`src/hw/rtl/psk_pkg.sv`:
```
// Shared types, constants and the symbol transition table of the PSK modulator.
`default_nettype none

package psk_pkg;

    // configuration port
    localparam int CFG_INDEX_W = 8;
    localparam int CFG_DATA_W  = 32;

    localparam logic [CFG_INDEX_W-1:0] REG_PHASE_STEP  = 8'd0;
    localparam logic [CFG_INDEX_W-1:0] REG_SYMBOL_LEN  = 8'd1;
    localparam logic [CFG_INDEX_W-1:0] REG_RAMP_STEP   = 8'd2;
    localparam logic [CFG_INDEX_W-1:0] REG_AMPLITUDE   = 8'd3;

    typedef struct packed {
        logic [31:0] phase_step;
        logic [9:0]  samples_per_symbol;
        logic [15:0] ramp_step;
        logic [14:0] amplitude;
    } cfg_t;

    localparam logic [31:0] RST_PHASE_STEP = 32'd536870912;
    localparam logic [9:0]  RST_SYMBOL_LEN = 10'd256;
    localparam logic [15:0] RST_RAMP_STEP  = 16'd256;
    localparam logic [14:0] RST_AMPLITUDE  = 15'd22000;

    // envelope shapes
    typedef enum logic [2:0] {
        SH_ZERO,
        SH_POS,
        SH_NEG,
        SH_POS_NEG,
        SH_NEG_POS,
        SH_POS_ZERO,
        SH_NEG_ZERO,
        SH_ZERO_POS
    } shape_t;

    typedef struct packed {
        shape_t     i_shape;
        shape_t     q_shape;
        logic [2:0] next_phase;
    } trans_t;

    localparam logic [2:0] PHASE_OFF = 3'd4;
    localparam logic [2:0] SYM_LAST  = 3'd5;
    localparam logic [2:0] SYM_SAME  = 3'd0;

    // [symbol][present phase]
    localparam trans_t TRANS_TAB [6][5] = '{
        '{ '{SH_POS, SH_POS, 3'd0}, '{SH_NEG, SH_POS, 3'd1}, '{SH_NEG, SH_NEG, 3'd2},
           '{SH_POS, SH_NEG, 3'd3}, '{SH_ZERO, SH_ZERO, 3'd4} },
        '{ '{SH_POS_NEG, SH_POS, 3'd1}, '{SH_NEG, SH_POS_NEG, 3'd2},
           '{SH_NEG_POS, SH_NEG, 3'd3}, '{SH_POS, SH_NEG_POS, 3'd0},
           '{SH_ZERO_POS, SH_ZERO_POS, 3'd0} },
        '{ '{SH_POS_NEG, SH_POS_NEG, 3'd2}, '{SH_NEG_POS, SH_POS_NEG, 3'd3},
           '{SH_NEG_POS, SH_NEG_POS, 3'd0}, '{SH_POS_NEG, SH_NEG_POS, 3'd1},
           '{SH_ZERO_POS, SH_ZERO_POS, 3'd0} },
        '{ '{SH_POS, SH_POS_NEG, 3'd3}, '{SH_NEG_POS, SH_POS, 3'd0},
           '{SH_NEG, SH_NEG_POS, 3'd1}, '{SH_POS_NEG, SH_NEG, 3'd2},
           '{SH_ZERO_POS, SH_ZERO_POS, 3'd0} },
        '{ '{SH_POS_ZERO, SH_POS_ZERO, 3'd4}, '{SH_NEG_ZERO, SH_POS_ZERO, 3'd4},
           '{SH_NEG_ZERO, SH_NEG_ZERO, 3'd4}, '{SH_POS_ZERO, SH_NEG_ZERO, 3'd4},
           '{SH_ZERO, SH_ZERO, 3'd4} },
        '{ '{SH_POS, SH_POS, 3'd0}, '{SH_NEG_POS, SH_POS, 3'd0},
           '{SH_NEG_POS, SH_NEG_POS, 3'd0}, '{SH_POS, SH_NEG_POS, 3'd0},
           '{SH_ZERO_POS, SH_ZERO_POS, 3'd0} }
    };

    // sine polynomial, Q14 coefficients
    localparam int POLY_A  = 51472;
    localparam int POLY_B  = 21024;
    localparam int POLY_C  = 2320;
    localparam int QUARTER = 16384;
    localparam int Q15_MAX = 32767;
    localparam logic [31:0] QUARTER_TURN = 32'h4000_0000;

    // shared multiplier
    localparam int MUL_A_W = 34;
    localparam int MUL_B_W = 17;
    localparam int MUL_P_W = MUL_A_W + MUL_B_W;

    // sequencer
    typedef enum logic [3:0] {
        ST_IDLE,
        ST_ANGLE,
        ST_SQ,
        ST_T1,
        ST_T2,
        ST_T3,
        ST_Y,
        ST_MUL_I,
        ST_MUL_Q,
        ST_SCALE,
        ST_FINISH
    } state_t;

    typedef enum logic [1:0] {
        SEL_ENV,
        SEL_SIN,
        SEL_COS
    } sine_sel_t;

endpackage

`default_nettype wire

```
`src/hw/rtl/psk_mul.sv`:
```
// Shared signed multiplier with registered product.
`default_nettype none

module psk_mul
    import psk_pkg::*;
(
    input  wire                       clk,
    input  wire                       en,
    input  wire signed [MUL_A_W-1:0]  a,
    input  wire signed [MUL_B_W-1:0]  b,
    output logic signed [MUL_P_W-1:0] prod
);

    logic signed [MUL_P_W-1:0] prod_reg;

    assign prod = prod_reg;

    always_ff @(posedge clk)
    begin
        if (en)
        begin
            prod_reg <= MUL_P_W'(a) * MUL_P_W'(b);
        end
    end

endmodule

`default_nettype wire

```
`config.mk`:
```
export PLATFORM = sky130hd
export DESIGN_NAME = psk_mul
export DESIGN_NICKNAME = d
export VERILOG_FILES = /design/src/hw/rtl/psk_pkg.sv /design/src/hw/rtl/psk_mul.sv
export SDC_FILE = /design/constraint.sdc
export NUM_CORES = 2
export LEC_CHECK = 0
export BUFFER_PORTS_ARGS = -buffer_cell sky130_fd_sc_hd__buf_2
export CAP_MARGIN = 20
export CORE_UTILIZATION = 59
export CTS_CLUSTER_SIZE = 24
export DETAILED_ROUTE_END_ITERATION = 16
export PLACE_DENSITY_LB_ADDON = 0.08
export RECOVER_POWER = 50
export SLEW_MARGIN = 10
export SYNTH_ARGS = -nofsm -noshare
export SYNTH_HDL_FRONTEND = slang
export SYNTH_SLANG_ARGS = --single-unit
```
`constraint.sdc`:
```
create_clock -name clk -period 5.9 [get_ports clk]
set_input_delay 0.295 -clock clk [delete_from_list [all_inputs] [get_ports clk]]
set_output_delay 0.295 -clock clk [all_outputs]
set_load 0.005 [all_outputs]
```
## After elaboration in Yosys (flattened, before gate mapping)

Cells that the tools add are included.

| storage, ports and cells | value |
|---|---|
| register bits after elaboration | 51 |
| bits of input ports | 53 |

| operators by class | value |
|---|---|
| multiply operators | 1 |

Operators by type and width:

| operator | count |
|---|---|
| 34-bit by 17-bit multiplier with 51-bit output | 1 |

## Logic depth before layout (Yosys ltp)

| depth | value |
|---|---|
| depth in word-level cells | 1 |
| gate-level depth with buffers | 25 |
| depth with buffers taken out | 23 |

## Worst setup path before layout

OpenSTA, ideal clock, no wires.

| path | value |
|---|---|
| kind | in2reg |
| from | input port b[8] |
| to | register prod_reg[44] (netlist: prod[44]) (data pin) |
| library setup time | 0.265 ns |
| arrival | 6.143 ns |
| setup slack | -0.508 ns |
| stages on the path | 24 |
| cell sequence | clkbuf_1 clkbuf_1 nand2_1 fa_1 inv_1 fa_1 inv_1 fa_1 inv_1 fa_1 fa_1 inv_1 fa_1 inv_1 ha_1 a21o_1 a21o_1 a221oi_2 o311ai_2 a41oi_2 o21bai_1 o31ai_2 o21ai_0 xor2_1 |

| between the ends | value |
|---|---|
| longest elaborated chain between the ends | 1 |

RTL lines:

| what | line | RTL |
|---|---|---|
| from (decl) | psk_mul.sv:10 | `input wire signed [MUL_B_W-1:0] b,` |
| 34-bit by 17-bit multiplier with 51-bit output | psk_mul.sv:22 | `prod_reg <= MUL_P_W'(a) * MUL_P_W'(b);` |
| to (signal assigned) | psk_mul.sv:22 |  |
| to (decl) | psk_mul.sv:14 | `logic signed [MUL_P_W-1:0] prod_reg;` |

Every way passes these cells.
A chain may end at the register's enable or synchronous reset.

## Worst setup path after layout

| path | value |
|---|---|
| from | input port b[0] |
| to | register prod_reg[50] (netlist: prod[50]) (data pin) |

Same word-level chain as after synthesis.

==> impl_metrics.toml <==
[routing]
vias = 16500
drc_errors = 0
drtIter0Drc = 1158
ant_nets = 0
avgRoutedWirePerCell_um = 20.1
vias_per_cell = 5.44
totalWireLength_um = 61100
first_pass_iters = 5

[placed_design]
dp_hpwl_um = 49200
numPortBuffers = 103
gp_congestion = 0.947

[synthesis]
syn_area_per_cell_um2 = 9.49
synth_enable_flop_cells = 51
synthTopCellsByCount = "fa_1 (551), inv_1 (528), nand2_1 (330), and2_1 (252), ha_1 (119)"
synth_seq_cells = 51
ys_dominant_reg_cell = "edfxtp_1"
ys_types = 52
syn_nets = 2951
syn_area_mm2 = 0.0211
synth_largest_area_cell = "fa_1"
netlist_instances = 2228
synth_most_common_cell = "fa_1"
yosysWarningCount = 0
seq_area_frac_synth = 0.0724
synth_async_sr_flop_share = 0
yosys.area.top_type_share = 0.522
netlist_top_cells_area = "fa_1 (52%), inv_1 (9.4%), and2_1 (7.5%)"

[run_status]
violations = "max-capacitance violations, max-slew violations, negative setup slack"
status = "finished, violations left"

[flow_run]
cap_violations = 1

[timing]
worst_slew_pin_slew_ps = 2730
finalHoldViolCount = 0
rsz0062_at_grt = "true"
fin_crit_sh = 1.02
fmax_mhz = 166
slew_headroom = -0.821
setup_violations = 7
report.final.slew_viol_count = 52
layout_min_cycle_time_ps = 6030
layout_setup_ws_ps = -127

[floorplan]
die_y_um = 191
die_w_um = 191
ios = 104
row_count = 68
die_area_mm2 = 0.0366
coreArea_mm2 = 0.0349
start_util = 0.606

[clock_tree]
clk_path_buf_depth = 2
cts_tree = "yes"
cts_hold_buffers = 0
cts_made_buffers = 5
cts_num_sinks = 51
cts_root_buf = "clkbuf_16"
cts_max_level = 2
clk_pin_slew_worst_paths_ps = 70

[min_path]
hold_class = "input pin to flop"

[cells_and_area]
synthToLayoutAreaGrowth_pct = 25.0
post-route-util = 0.757
drive_gt1_frac = 0.237
diodes = 0
largest_reg_flops = 51
nets = 3300

[global_route]
grt_usage = 0.336
antenna_found_initial = 0
grt_pass1_vias = 17800
grt_pass1_wl_um = 92800
overflow = 0
grt_max_degree = 52

[critical_path]
cp_max_fo = 21
path_class = "input pin to flop"
worstPathRequired_ps = 6040
start_kind = "input pin"
crit_path_end_kind = "flop"
crit_arrival_ps = 6170
## area by class of cell
cell class	instances	area [um^2]
multi-input cells	1553	18200
fillers	2472	8460
repair buffers	438	4000
inverters	528	1980
flip-flops and latches	51	1530
well taps	455	569
clock buffers	5	125
clock inverters	3	42.5
## what timing repair did
| item | CTS | global route |
|---|---|---|
| gates resized for setup | 179 | 163 |
| hold endpoints to repair | 0 | 0 |
| buffers inserted | 17 | 22 |
| gates cloned | 2 | 10 |
| pin swaps | 74 | 94 |
| setup endpoints to repair | 23 | 22 |
## per-layer routing
layer	track usage	routed length, um	part of all wire	up-vias
met2	0.613	32000	0.52	583
li1	-	-	-	7194
met1	0.411	22600	0.37	8540
met3	0.0367	3580	0.059	180
met4	0.120	2920	0.048	0
met5	0	0	0	-
## per-stage QoR
stage               area, um^2  std cells  hold slack [ps]  TNS (ps)  setup slack, ps
CTS                      25400       3003              626      -206            -71.2
global placement         24300       2976              686    -14390             -801
global route             26400       3033              669     -2260             -256
detailed placement       24300       2976              686    -15900             -836
finish                   26400       3033              662      -332             -127
floorplan                21300       2228              407      -451             -117
## worst paths after layout
kind	from	to	slack (ps)	cells past startpoint
max	b[0]	prod[50]$_DFFE_PP_	-130	21
min	a[0]	prod[0]$_DFFE_PP_	660	3
## worst max-delay path, stage by stage
cell and delay, ps:
clkbuf_1 520, buf_4 360, and2_1 160, ha_1 250, fa_1 550, fa_1 460, fa_1 540, inv_1 50
fa_1 480, inv_1 40, ha_1 300, a21o_1 210, or3_4 350, o211ai_4 270, o311ai_4 150, a41oi_2 200
buf_6 160, nor3_4 60, or4_4 440, and3_4 170, a211oi_2 130
## layout by cell type, fill, tap and decap left out, types with 5 or more instances in the layout
cell and instances:
ha_1 96, o21a_1 6, buf_4 281, a21oi_1 27
inv_2 21, and2_1 242, fa_1 522, o21bai_1 5
and2_4 10, a21o_1 21, nand2_1 317, edfxtp_1 51
o21ai_0 20, buf_2 60, ha_4 23, clkbuf_1 6
buf_8 9, nand3_1 5, buf_12 28, nand2b_1 8
o21ai_1 8, clkbuf_16 15, xnor2_1 26, nand4_1 5
inv_1 506, buf_16 7, xor2_1 17, a21oi_2 9
nor2_1 49, buf_6 34, fa_2 29, nor2_2 9
nand2_2 9
## logic make-up after synthesis
group           synth area share
flops                     0.0724
simple gates               0.157
xor+xnor                  0.0203
buf+inv                    0.111
compound gates            0.0472
fa+ha+maj                  0.592
Power is not shown: default switching activity piles up to over one toggle a cycle in this logic, so the estimate is an artifact.
